===== src/psq_pkg.sv =====
// shared constants and codes of the pending interrupt slot queue
package psq_pkg;

  localparam int SLOT_COUNT_DEF = 32;
  localparam int WORD_W         = 32;

  localparam int INFO_VALID_BIT = 31;
  localparam int INFO_ERRC_BIT  = 11;
  localparam int INFO_TYPE_LO   = 8;
  localparam int INFO_TYPE_HI   = 10;

  localparam logic [2:0] INFO_TYPE_EXT = 3'd0;

  localparam logic CMD_EXT_EXIT = 1'b0;
  localparam logic CMD_WINDOW   = 1'b1;

  localparam logic [2:0] ACT_INJECT  = 3'd0;
  localparam logic [2:0] ACT_QUEUED  = 3'd1;
  localparam logic [2:0] ACT_DROPPED = 3'd2;
  localparam logic [2:0] ACT_NOT_EXT = 3'd3;
  localparam logic [2:0] ACT_NONE    = 3'd4;

  localparam logic [1:0] WIN_KEEP    = 2'd0;
  localparam logic [1:0] WIN_ENABLE  = 2'd1;
  localparam logic [1:0] WIN_DISABLE = 2'd2;

endpackage


===== src/psq_ifs.sv =====
// channel interfaces of the pending interrupt slot queue
interface psq_in_if;
  logic                        valid;
  logic                        ready;
  logic                        cmd;
  logic [psq_pkg::WORD_W-1:0]  interrupt_info;
  logic                        guest_if_flag;
  logic                        blocked_by_mov_ss;

  modport source (output valid, cmd, interrupt_info, guest_if_flag, blocked_by_mov_ss,
                  input ready);
  modport sink (input valid, cmd, interrupt_info, guest_if_flag, blocked_by_mov_ss,
                output ready);
endinterface

interface psq_out_if;
  logic                        valid;
  logic                        ready;
  logic [2:0]                  action;
  logic [psq_pkg::WORD_W-1:0]  inject_word;
  logic [1:0]                  window_change;
  logic                        error_code_follows;

  modport source (output valid, action, inject_word, window_change, error_code_follows,
                  input ready);
  modport sink (input valid, action, inject_word, window_change, error_code_follows,
                output ready);
endinterface

interface psq_cfg_if;
  logic valid;
  logic ready;
  logic hold_interrupts;

  modport source (output valid, hold_interrupts, input ready);
  modport sink (input valid, hold_interrupts, output ready);
endinterface


===== src/psq_ram.sv =====
// generic single-port-write, registered-read ram
module psq_ram #(
  parameter int WIDTH = 32,
  parameter int DEPTH = 32,
  localparam int ADDR_W = (DEPTH > 1) ? $clog2(DEPTH) : 1
) (
  input  logic              clk,
  input  logic              we,
  input  logic [ADDR_W-1:0] waddr,
  input  logic [WIDTH-1:0]  wdata,
  input  logic              re,
  input  logic [ADDR_W-1:0] raddr,
  output logic [WIDTH-1:0]  rdata_r
);

  logic [WIDTH-1:0] mem [DEPTH];

  always_ff @(posedge clk) begin
    if (we) begin
      mem[waddr] <= wdata;
    end
    if (re) begin
      rdata_r <= mem[raddr];
    end
  end

endmodule


===== src/psq_first_set.sv =====
// lowest set bit finder over the slot occupancy map
module psq_first_set #(
  parameter int N = 32,
  localparam int IDX_W = (N > 1) ? $clog2(N) : 1
) (
  input  logic [N-1:0]     vec,
  output logic             found,
  output logic [IDX_W-1:0] idx
);

  logic [N-1:0] lowest;

  // isolate the lowest set bit, then encode it
  assign lowest = vec & (~vec + N'(1));
  assign found  = |vec;

  always_comb begin
    idx = '0;
    for (int i = 0; i < N; i++) begin
      if (lowest[i]) begin
        idx = idx | IDX_W'(i);
      end
    end
  end

endmodule


===== src/pending_interrupt_slot_queue_top.sv =====
// top level of the pending interrupt slot queue
//
// channels: in_ch takes one event item (cmd, interrupt_info, guest_if_flag,
// blocked_by_mov_ss), out_ch returns exactly one result item per event
// (action, inject_word, window_change, error_code_follows), cfg_ch writes
// the hold_interrupts register and is always ready.
// the slot words live in a ram with registered read; a flip-flop
// occupancy map marks which slots hold a nonzero word and lowest-bit
// finders over that map and its inverse pick the slot for pop and store.
// the result is registered from the search step for an external interrupt
// event or a window event on an empty table, and from the read step, after
// the ram read, for a window event that pops a slot.
// in_ch takes a new event only in the idle state, so no item is accepted
// until the previous one has passed the search step and any read step.
// reset clears the occupancy map, so every slot reads as empty at once,
// and clears hold_interrupts; no clearing pass is needed.
// a stalled receiver holds the result in the output register; the next item
// may still be accepted and waits in the search or read step until the
// output register frees.
module pending_interrupt_slot_queue_top #(
  parameter int SLOT_COUNT = psq_pkg::SLOT_COUNT_DEF
) (
  input  logic      clk,
  input  logic      rst_n,
  psq_cfg_if.sink   cfg_ch,
  psq_in_if.sink    in_ch,
  psq_out_if.source out_ch
);

  localparam int IDX_W = (SLOT_COUNT > 1) ? $clog2(SLOT_COUNT) : 1;

  typedef enum logic [1:0] {
    S_IDLE,
    S_SEARCH,
    S_READ
  } state_t;

  state_t state_r, state_nxt;

  logic                        hold_r;
  logic [SLOT_COUNT-1:0]       occ_r, occ_nxt;

  logic                        cmd_r;
  logic [psq_pkg::WORD_W-1:0]  info_r;
  logic                        if_r;
  logic                        movss_r;

  logic                        out_valid_r, out_valid_nxt;
  logic [2:0]                  out_action_r, out_action_nxt;
  logic [psq_pkg::WORD_W-1:0]  out_word_r, out_word_nxt;
  logic [1:0]                  out_win_r, out_win_nxt;

  logic                        occ_found, empty_found;
  logic [IDX_W-1:0]            occ_idx, empty_idx;

  logic                        ram_we, ram_re;
  logic [psq_pkg::WORD_W-1:0]  ram_rdata;

  logic                        in_acc;
  logic                        out_free;
  logic                        is_ext;
  logic                        interruptible;

  psq_first_set #(.N(SLOT_COUNT)) u_find_occ (
    .vec   (occ_r),
    .found (occ_found),
    .idx   (occ_idx)
  );

  psq_first_set #(.N(SLOT_COUNT)) u_find_empty (
    .vec   (~occ_r),
    .found (empty_found),
    .idx   (empty_idx)
  );

  psq_ram #(.WIDTH(psq_pkg::WORD_W), .DEPTH(SLOT_COUNT)) u_slots (
    .clk     (clk),
    .we      (ram_we),
    .waddr   (empty_idx),
    .wdata   (info_r),
    .re      (ram_re),
    .raddr   (occ_idx),
    .rdata_r (ram_rdata)
  );

  assign cfg_ch.ready = 1'b1;
  assign in_ch.ready  = (state_r == S_IDLE);
  assign in_acc       = in_ch.valid && in_ch.ready;
  assign out_free     = !out_valid_r || out_ch.ready;

  assign is_ext = info_r[psq_pkg::INFO_VALID_BIT] &&
                  (info_r[psq_pkg::INFO_TYPE_HI:psq_pkg::INFO_TYPE_LO] ==
                   psq_pkg::INFO_TYPE_EXT);
  assign interruptible = if_r && !movss_r;

  always_comb begin
    logic do_store;
    logic [1:0] store_win;
    state_nxt      = state_r;
    occ_nxt        = occ_r;
    out_valid_nxt  = out_valid_r && !out_ch.ready;
    out_action_nxt = out_action_r;
    out_word_nxt   = out_word_r;
    out_win_nxt    = out_win_r;
    ram_we         = 1'b0;
    ram_re         = 1'b0;
    do_store       = 1'b0;
    store_win      = psq_pkg::WIN_KEEP;

    unique case (state_r)
      S_IDLE: begin
        if (in_acc) begin
          state_nxt = S_SEARCH;
        end
      end
      S_SEARCH: begin
        if (cmd_r == psq_pkg::CMD_WINDOW) begin
          if (occ_found) begin
            // pop: read the slot and free it, result follows from the ram
            ram_re                = 1'b1;
            occ_nxt[occ_idx]      = 1'b0;
            state_nxt             = S_READ;
          end else if (out_free) begin
            out_valid_nxt  = 1'b1;
            out_action_nxt = psq_pkg::ACT_NONE;
            out_word_nxt   = '0;
            out_win_nxt    = psq_pkg::WIN_DISABLE;
            state_nxt      = S_IDLE;
          end
        end else if (out_free) begin
          out_valid_nxt = 1'b1;
          out_word_nxt  = '0;
          out_win_nxt   = psq_pkg::WIN_KEEP;
          state_nxt     = S_IDLE;
          if (hold_r) begin
            do_store = 1'b1;
          end else if (is_ext) begin
            if (interruptible) begin
              out_action_nxt = psq_pkg::ACT_INJECT;
              out_word_nxt   = info_r;
            end else begin
              do_store  = 1'b1;
              store_win = psq_pkg::WIN_ENABLE;
            end
          end else begin
            out_action_nxt = psq_pkg::ACT_NOT_EXT;
          end
          if (do_store) begin
            out_win_nxt = store_win;
            if (empty_found) begin
              out_action_nxt = psq_pkg::ACT_QUEUED;
              // a zero word leaves the slot empty
              if (info_r != '0) begin
                ram_we             = 1'b1;
                occ_nxt[empty_idx] = 1'b1;
              end
            end else begin
              out_action_nxt = psq_pkg::ACT_DROPPED;
            end
          end
        end
      end
      S_READ: begin
        if (out_free) begin
          out_valid_nxt  = 1'b1;
          out_action_nxt = psq_pkg::ACT_INJECT;
          out_word_nxt   = ram_rdata;
          out_win_nxt    = psq_pkg::WIN_KEEP;
          state_nxt      = S_IDLE;
        end
      end
      default: begin
        state_nxt = S_IDLE;
      end
    endcase
  end

  always_ff @(posedge clk) begin
    if (!rst_n) begin
      state_r     <= S_IDLE;
      hold_r      <= 1'b0;
      occ_r       <= '0;
      out_valid_r <= 1'b0;
    end else begin
      state_r     <= state_nxt;
      occ_r       <= occ_nxt;
      out_valid_r <= out_valid_nxt;
      if (cfg_ch.valid && cfg_ch.ready) begin
        hold_r <= cfg_ch.hold_interrupts;
      end
    end
    if (in_acc) begin
      cmd_r   <= in_ch.cmd;
      info_r  <= in_ch.interrupt_info;
      if_r    <= in_ch.guest_if_flag;
      movss_r <= in_ch.blocked_by_mov_ss;
    end
    out_action_r <= out_action_nxt;
    out_word_r   <= out_word_nxt;
    out_win_r    <= out_win_nxt;
  end

  assign out_ch.valid              = out_valid_r;
  assign out_ch.action             = out_action_r;
  assign out_ch.inject_word        = out_word_r;
  assign out_ch.window_change      = out_win_r;
  assign out_ch.error_code_follows = out_word_r[psq_pkg::INFO_ERRC_BIT];

  // at most one slot changes occupancy per cycle
  a_one_slot_change: assert property (@(posedge clk) disable iff (!rst_n)
    $countones(occ_r ^ $past(occ_r)) <= 1)
    else $error("more than one slot changed occupancy in a cycle");

  // a popped slot is free in the following cycle
  a_pop_frees_slot: assert property (@(posedge clk) disable iff (!rst_n)
    ram_re |=> !occ_r[$past(occ_idx)])
    else $error("popped slot still marked occupied");

  // only an inject result carries a word
  a_word_only_on_inject: assert property (@(posedge clk) disable iff (!rst_n)
    (out_valid_r && out_action_r != psq_pkg::ACT_INJECT) |->
      (out_word_r == '0 && !out_ch.error_code_follows))
    else $error("non-inject result carries a word");

  // a pop read is only issued for an occupied slot
  a_pop_occupied: assert property (@(posedge clk) disable iff (!rst_n)
    ram_re |-> (occ_found && state_r == S_SEARCH))
    else $error("ram read without an occupied slot");

endmodule

===== src/flat_wrapper.sv =====
// flat-port wrapper written by rule: the top's interface ports become plain ports
module pending_interrupt_slot_queue_top_flat 
#(
  parameter int SLOT_COUNT = psq_pkg::SLOT_COUNT_DEF
)
  (clk, rst_n, cfg_ch_valid, cfg_ch_hold_interrupts, cfg_ch_ready, in_ch_valid, in_ch_cmd, in_ch_interrupt_info, in_ch_guest_if_flag, in_ch_blocked_by_mov_ss, in_ch_ready, out_ch_valid, out_ch_action, out_ch_inject_word, out_ch_window_change, out_ch_error_code_follows, out_ch_ready);
  psq_cfg_if cfg_ch_i ();
  psq_in_if in_ch_i ();
  psq_out_if out_ch_i ();
  input  logic clk;
  input  logic rst_n;
  input wire logic [$bits(cfg_ch_i.valid)-1:0] cfg_ch_valid;
  input wire logic [$bits(cfg_ch_i.hold_interrupts)-1:0] cfg_ch_hold_interrupts;
  output wire logic [$bits(cfg_ch_i.ready)-1:0] cfg_ch_ready;
  input wire logic [$bits(in_ch_i.valid)-1:0] in_ch_valid;
  input wire logic [$bits(in_ch_i.cmd)-1:0] in_ch_cmd;
  input wire logic [$bits(in_ch_i.interrupt_info)-1:0] in_ch_interrupt_info;
  input wire logic [$bits(in_ch_i.guest_if_flag)-1:0] in_ch_guest_if_flag;
  input wire logic [$bits(in_ch_i.blocked_by_mov_ss)-1:0] in_ch_blocked_by_mov_ss;
  output wire logic [$bits(in_ch_i.ready)-1:0] in_ch_ready;
  output wire logic [$bits(out_ch_i.valid)-1:0] out_ch_valid;
  output wire logic [$bits(out_ch_i.action)-1:0] out_ch_action;
  output wire logic [$bits(out_ch_i.inject_word)-1:0] out_ch_inject_word;
  output wire logic [$bits(out_ch_i.window_change)-1:0] out_ch_window_change;
  output wire logic [$bits(out_ch_i.error_code_follows)-1:0] out_ch_error_code_follows;
  input wire logic [$bits(out_ch_i.ready)-1:0] out_ch_ready;
  assign cfg_ch_i.valid = cfg_ch_valid;
  assign cfg_ch_i.hold_interrupts = cfg_ch_hold_interrupts;
  assign cfg_ch_ready = cfg_ch_i.ready;
  assign in_ch_i.valid = in_ch_valid;
  assign in_ch_i.cmd = in_ch_cmd;
  assign in_ch_i.interrupt_info = in_ch_interrupt_info;
  assign in_ch_i.guest_if_flag = in_ch_guest_if_flag;
  assign in_ch_i.blocked_by_mov_ss = in_ch_blocked_by_mov_ss;
  assign in_ch_ready = in_ch_i.ready;
  assign out_ch_valid = out_ch_i.valid;
  assign out_ch_action = out_ch_i.action;
  assign out_ch_inject_word = out_ch_i.inject_word;
  assign out_ch_window_change = out_ch_i.window_change;
  assign out_ch_error_code_follows = out_ch_i.error_code_follows;
  assign out_ch_i.ready = out_ch_ready;
  pending_interrupt_slot_queue_top #(.SLOT_COUNT(SLOT_COUNT)) u_core (.clk(clk), .rst_n(rst_n), .cfg_ch(cfg_ch_i), .in_ch(in_ch_i), .out_ch(out_ch_i));
endmodule

===== config.mk =====
export PLATFORM = sky130hd
export DESIGN_NAME = pending_interrupt_slot_queue_top_flat
export DESIGN_NICKNAME = d
export VERILOG_FILES = /design/src/psq_pkg.sv /design/src/psq_ifs.sv /design/src/psq_ram.sv /design/src/psq_first_set.sv /design/src/pending_interrupt_slot_queue_top.sv /design/src/flat_wrapper.sv
export SDC_FILE = /design/constraint.sdc
export NUM_CORES = 2
export LEC_CHECK = 0
export BUFFER_PORTS_ARGS = -buffer_cell sky130_fd_sc_hd__buf_2
export CAP_MARGIN = 25
export CORE_UTILIZATION = 55
export CTS_CLUSTER_DIAMETER = 60
export CTS_CLUSTER_SIZE = 16
export DETAILED_ROUTE_END_ITERATION = 8
export HOLD_SLACK_MARGIN = 0.1
export PLACE_DENSITY = 0.7
export SYNTH_ARGS = -nofsm -noshare
export SYNTH_HDL_FRONTEND = slang
export SYNTH_SLANG_ARGS = --single-unit

===== constraint.sdc =====
create_clock -name clk -period 6.4 [get_ports clk]
set_clock_uncertainty 0.2 [all_clocks]
set_input_delay 0.32 -clock clk [delete_from_list [all_inputs] [get_ports clk]]
set_output_delay 0.32 -clock clk [all_outputs]
set_load 0.05 [all_outputs]

==> After elaboration in Yosys (flattened, before gate mapping) <==
Memories as Yosys holds them, arrays and structs flattened. A register that Yosys moved wholly into a read port is not among the register bits.
Cells that the tools add are included.
{ "totals": {"regBits": 108, "mem_bits_rw": 1024, "input_bits": 41, "output_inout_bits": 41, "wordCells": 324, "memories": 1} }
{ "mem_list": {"columns": ["name", "words", "width", "rd", "rd_clocked_by_memory_dff", "wr", "line", "text"], "rows": [
  ["u_core.u_slots.mem", 32, 32, 1, 1, 1, "psq_ram.sv:16", "logic [WIDTH-1:0] mem [DEPTH];"]
]} }
{ "classes": {"add_sub_neg": 2, "order_cmp": 4, "eq_ne": 14, "muxes": 266, "bitwise_logic": 7, "n_reduce_logical": 19} }
{ "op_table": {"columns": ["cell", "count"], "rows": [
  ["$mux W32", 52],
  ["$mux W5", 32],
  ["$mux W3", 45],
  ["$mux W2", 51],
  ["$and A32 B32 Y32", 3],
  ["$not A32 Y32", 3],
  ["$add A32 B1 Y32 const B", 2],
  ["$mux W4", 16],
  ["$pmux W32 S2", 1],
  ["$reduce_or A32 Y1", 2],
  ["$mux W1", 63],
  ["$or A32 B32 Y32", 1],
  ["$reduce_bool A32 Y1", 1],
  ["$ne A3 B1 Y1 const B", 5],
  ["$lt A5 B6 Y1 const B", 2],
  ["$demux W1 S5", 2],
  ["$ge A5 B1 Y1 const B", 2],
  ["$reduce_and A7 Y1", 1],
  ["$logic_and A1 B1 Y1", 6],
  ["$ne A3 B3 Y1 const B", 2],
  ["$pmux W2 S3", 1],
  ["$pmux W3 S2", 1],
  ["$reduce_and A6 Y1", 1],
  ["$ne A5 B4 Y1 const B", 1],
  ["13 further kinds", 16]
]} }

==> Logic depth before layout (Yosys ltp) <==
{ "depth": {"depth_word": 60, "mapped_depth": 12, "mapped_depth_nobuf": 8} }

==> By module <==
From an unflattened synthesis, not the netlist that was laid out.
{ "unflattened": {"cells_unflattened": 2860, "area_unflattened_um2": 46828.7} }
{ "modules_own_cells": {"columns": ["mod", "n_inst", "cells_per_inst", "area_per_inst_um2", "seq_area_each_um2"], "rows": [
  ["psq_ram", 1, 2260, 40812.9, 31710.4],
  ["pending_interrupt_slot_queue_top", 1, 424, 4852.2, 2882.8],
  ["psq_first_set", 2, 88, 581.8, 0.0]
]} }

==> Least setup slack after synthesis <==
OpenSTA, ideal clock, no wires.
{ "synth_timing": {"kind": "register to register", "startpoint": "register u_core.info_r[9] in the netlist's numbering", "endpoint": "register u_core.occ_r[3]", "setup_time_ps": 69, "t_arrival_ps": 4683, "t_required_ps": 6131, "slack_ps": 1448, "path_stages_with_launch": 7, "n_path_buf": 0, "synth_period_minus_slack_ps": 4952, "cell_sequence": "edfxtp_1 > nor3_1 > a21oi_1 > nor4_1 > nand2_1 > a211oi_1 > o221a_2"} }
{ "synth_via": {"elab_chain_len": 13, "word_cells_on_any_way": 15, "cone_classes": "eq/ne: 2; mux: 9; reduce/logical: 4"} }
{ "synth_rtl": {"columns": ["element", "line", "text"], "rows": [
  ["start, declared", "pending_interrupt_slot_queue_top.sv:44", "logic [psq_pkg::WORD_W-1:0] info_r;"],
  ["start signal, assigned", "pending_interrupt_slot_queue_top.sv:194", "info_r <= in_ch.interrupt_info;"],
  ["$logic_not A3 Y1", "pending_interrupt_slot_queue_top.sv:92", "(info_r[psq_pkg::INFO_TYPE_HI:psq_pkg::INFO_TYPE_LO] =="],
  ["$logic_and A1 B1 Y1", "pending_interrupt_slot_queue_top.sv:91", "assign is_ext = info_r[psq_pkg::INFO_VALID_BIT] &&"],
  ["$mux W1", "pending_interrupt_slot_queue_top.sv:137", "end else if (is_ext) begin"],
  ["$mux W1", "pending_interrupt_slot_queue_top.sv:135", "if (hold_r) begin"],
  ["$mux W1", "pending_interrupt_slot_queue_top.sv:130", "end else if (out_free) begin"],
  ["$mux W1", "pending_interrupt_slot_queue_top.sv:117", "if (cmd_r == psq_pkg::CMD_WINDOW) begin"],
  ["$mux W1", "pending_interrupt_slot_queue_top.sv:110", "unique case (state_r)"],
  ["$mux W1", "pending_interrupt_slot_queue_top.sv:135", null],
  ["$mux W1", "pending_interrupt_slot_queue_top.sv:130", null],
  ["$mux W1", "pending_interrupt_slot_queue_top.sv:117", null],
  ["$mux W1", "pending_interrupt_slot_queue_top.sv:110", null],
  ["$ne A3 B1 Y1 (no line)", null, null],
  ["$reduce_and A6 Y1 (no line) *", null, null],
  ["end signal, assigned", "pending_interrupt_slot_queue_top.sv:186", "occ_r <= occ_nxt;"],
  ["end, declared", "pending_interrupt_slot_queue_top.sv:41", "logic [SLOT_COUNT-1:0] occ_r, occ_nxt;"]
]} }
Every way passes the cells marked *; elsewhere a longest branch is shown, timed or not. The select of a mux whose other input is x is not followed.
A chain may end at the register's enable or synchronous reset.

==> Final worst setup path <==
{ "layout_timing": {"startpoint": "register u_core.info_r[28] in the netlist's numbering", "endpoint": "memory u_core.u_slots.mem[4][8] (enable)"} }
{ "layout_via": {"elab_chain_len": 24} }
{ "layout_rtl": {"columns": ["element", "line", "text"], "rows": [
  ["$reduce_bool A32 Y1", "pending_interrupt_slot_queue_top.sv:153", "if (info_r != '0) begin"],
  ["$mux W1", "pending_interrupt_slot_queue_top.sv:153", null],
  ["$mux W1", "pending_interrupt_slot_queue_top.sv:150", "if (empty_found) begin"],
  ["$mux W1", "pending_interrupt_slot_queue_top.sv:148", "if (do_store) begin"],
  ["$mux W1", "pending_interrupt_slot_queue_top.sv:130", null],
  ["$mux W1", "pending_interrupt_slot_queue_top.sv:117", null],
  ["$mux W1", "pending_interrupt_slot_queue_top.sv:110", null],
  ["$mux W1", "pending_interrupt_slot_queue_top.sv:150", null],
  ["[... 7 more ...]", null, null],
  ["$mux W1", "pending_interrupt_slot_queue_top.sv:110", null],
  ["$mux W1", "pending_interrupt_slot_queue_top.sv:130", null],
  ["$mux W1", "pending_interrupt_slot_queue_top.sv:117", null],
  ["$mux W1", "pending_interrupt_slot_queue_top.sv:110", null],
  ["$mux W1", "pending_interrupt_slot_queue_top.sv:117", null],
  ["$mux W1 (2 in series)", "pending_interrupt_slot_queue_top.sv:110", null],
  ["$mux W1", "psq_ram.sv:19", "if (we) begin"],
  ["$mux W1 (implied by the code)", "psq_ram.sv:20", "mem[waddr] <= wdata;"],
  ["end, declared", "psq_ram.sv:16", null]
]} }
Every way passes these cells. The select of a mux whose other input is x is not followed.

==> run summary <==
Req. time, crit path = 6.54 ns
Vias = 25170
Setup bufs post-CTS = 0
Mapped Cells = 2659
Hold Vio Cnt, Final = 0
Final hold slack = 0.1702 ns
Synthesized Nets = 2704
Global-route usage over all layers = 0.2737
Drt total wl = 117.9 mm
Slowest CP cell = edfxtp_1
PD cells = 271.3 mW/mm^2
RSZ-0062 raised after global routing = false
Sequential area share after synthesis = 0.7348
Post-synth EDFFs = 1128
Initial antenna violation count = 2
Leakage = 21.67 nW
Peak VDD IR = 270.1 uV
H-tree Lvls = 3
Core Rows = 106
Top Ports = 82
Drt first pass iters = 5
Most used DFF post-synth = edfxtp_1
FF+latch count, synth = 1164
Cells resized by post-CTS repair = 0
WL/cell = 29.41 um
Clk Latency, worst-skew pair = 0.66 ns
Status = complete, no violations
Yosys cell types = 72
Layout cells sized above 1 = 0.1320
Max-slew headroom = 0.1079
DR iter-0 viols = 2723
Dpl cell area = 0.04916 mm^2
Post-synthesis cell area = 0.04708 mm^2
CTS buffer count = 94
YS warnings = 0
Fin crit share = 0.7804
Critical Path End Type = flip-flop
Via/cell ratio = 6.281
Max clock buf depth = 3
CP Launch Type = flip-flop
# setup viols final = 0
Crit path max-delay family = simple AND/OR/NAND/NOR gates
Clock Tree Root = clkbuf_16
Core Area = 0.08422 mm^2
Final-report max-slew violation count = 0
Fillers = 5931
Starting Density = 0.5590
Minimum clock period = 4.995 ns
Die area = 0.08677 mm^2
CTS tree = done
CP Max Fanout = 34
CTS clock-pin slew for the worst setup and hold paths = 0.07 ns
ANT nets after route = 0
Sequential cell area = 0.03459 mm^2
Nets = 2874
CP Cell Sequence = nor4_1 > and4_1 > nand4_1 > nor4_1 > or4_1 > nor2_1 > nand3_1 > buf_4 > nor2_4 > buf_4
Kind of critical path = reg2reg
Die height = 294.6 um
GP Congestion = 0.8478
Area grow syn2layout = 11.48%
Die width = 294.6 um
Congestion Overflow GR = 0
Fmax = 200.2 MHz
Asr flop ratio synth = 0
CP peak stage delay = 1.03 ns
Multi-input gate area = 0.01181 mm^2
Max-cap violations = 0
Critical path arrival = 5.14 ns
Sum Neg Setup Slack = 0 ns
Post-DP HPWL = 64.98 mm
Buffers on Ports = 80
First-pass GRT wire length = 169.5 mm
Buf/Inv on CP = 2
Largest net degree at the start of global routing = 149
Design area = 0.05248 mm^2
Hold crit path type = in2reg
Vias in the first global route = 24890
Syn_area_per_cell = 17.70 um^2
Drc violations = 0
Worst-margin pin slew = 1.338 ns
Clock sink count = 1164
[routing by layer]
layer | part of all wire | global-route usage | wire [um]
met1 | 0.42 | 0.3847 | 49230
met2 | 0.48 | 0.4410 | 56460
met3 | 0.073 | 0.04163 | 8653
met4 | 0.030 | 0.08829 | 3507
met5 | 0 | 0 | 0
[cells in the mapped netlist, types with 3 or more instances]
master	n	area (um^2)
o221a_1	14	157.7
nor2_1	48	180.2
a22oi_1	122	915.9
buf_6	22	247.7
o41a_1	3	33.78
buf_4	41	307.8
nor4_4	3	63.81
and3_1	4	25.02
nand3b_1	3	22.52
a211oi_2	3	37.54
dfxtp_1	36	720.7
mux2i_1	755	7557
o31ai_1	3	22.52
o21bai_1	4	30.03
a211oi_1	20	150.1
o21ai_0	31	155.2
edfxtp_1	1128	33870
nor2b_1	12	75.07
nor3_1	11	55.05
inv_1	23	86.33
a31oi_1	10	62.56
or3_1	6	37.54
a22o_1	28	245.2
nor4_1	9	56.30
a32oi_1	6	52.55
a21bo_2	3	30.03
nand4_1	46	287.8
a21oi_1	20	100.1
o21ai_1	9	45.04
nand2b_1	11	68.82
nand2_1	44	165.2
buf_2	46	230.2
ha_1	4	50.05
o221a_2	3	33.78
a21o_1	4	30.03
a41oi_1	10	87.58
nand3_1	21	105.1
and2_1	10	62.56
a211o_1	4	35.03
clkbuf_1	35	131.4
[layout make-up]
type,count,area share
diodes,1,0.00004768
flip-flops and latches,1164,0.6592
well taps,1134,0.02704
clock inverters,33,0.007510
inverters,24,0.001717
multi-input cells,1323,0.2250
clock buffers,106,0.04628
repair buffers,222,0.03323
[power breakdown]
part	internal (mW)	leakage [nW]	switching [mW]	total (mW)
clock network	2.90	1.37	2.63	5.54
logic	0.0646	9.85	0.209	0.274
registers	8.39	10.5	0.0356	8.43
total	11.4	21.7	2.88	14.2
[metrics by stage]
| stage | instances | util | setup slack [ns] | total power [mW] |
|---|---|---|---|---|
| floorplan | 2659 | - | 1.448 | 8.718 |
| global placement | 3819 | 0.5835 | 1.615 | 8.832 |
| detailed placement | 3821 | 0.5837 | 1.445 | 8.845 |
| CTS | 4003 | 0.6224 | 1.433 | 14.30 |
| global route | 4006 | 0.6231 | 1.257 | 14.59 |
| finish | 4007 | 0.6231 | 1.405 | 14.24 |
[path summary, 6_finish.rpt]
kind / start / endpoint / slack (ns) / cells past startpoint
worst max-delay path: u_core.info_r[28] / u_core.u_slots.mem[4][8] / 1.41 / 10
worst min-delay path: in_ch_interrupt_info[28] / u_core.info_r[28] / 0.17 / 2
worst max register to register: u_core.info_r[28] / u_core.u_slots.mem[4][8] / 1.41 / 10
worst min register to register: u_core.info_r[27] / u_core.u_slots.mem[15][27] / 0.31 / 0
[registers in the layout (all words and copies together), names as in the netlist]
name / flops
u_core.cmd_r: 1
u_core.out_ch.valid: 1
u_core.u_slots.mem: 1024
u_core.u_slots.rdata_r: 32
u_core.if_r: 1
u_core.occ_r: 32
u_core.hold_r: 1
u_core.info_r: 32
u_core.out_ch.action: 3
u_core.out_ch.inject_word: 32
u_core.out_ch.window_change: 2
u_core.state_r: 2
u_core.movss_r: 1
[cells in the final DEF, fill, tap and decap left out, types with 14 or more instances in the layout]
cell type      count
mux2i_1          755
a21oi_1           20
o221a_1           14
o21ai_0           31
buf_2             81
clkbuf_16         95
dlygate4sd3_1     43
a211oi_4          16
nand2_1           44
nand3_1           21
buf_4             84
a22oi_1          122
dfxtp_1           36
inv_1             18
edfxtp_1        1128
nor2_1            31
nand4_1           46
a22o_1            28
nor2_4            17
[cell families (layout without fill, tap and decap cells)]
family	after synthesis	after routing	share of synthesized area
mux	755	755	0.1605
compound gates	319	319	0.05281
other cells	1	2	0.00007966
flops	1164	1164	0.7348
fa+ha+maj	4	4	0.001063
simple gates	244	244	0.02892
buf+inv	172	385	0.02177
[what timing repair did]
action | CTS | global route
hold buffers | 43 | 0
endpoints found under the setup margin | 0 | 0
endpoints found under the hold margin | 71 | 0
No activity file was read; power rests on OpenSTA's default activity.
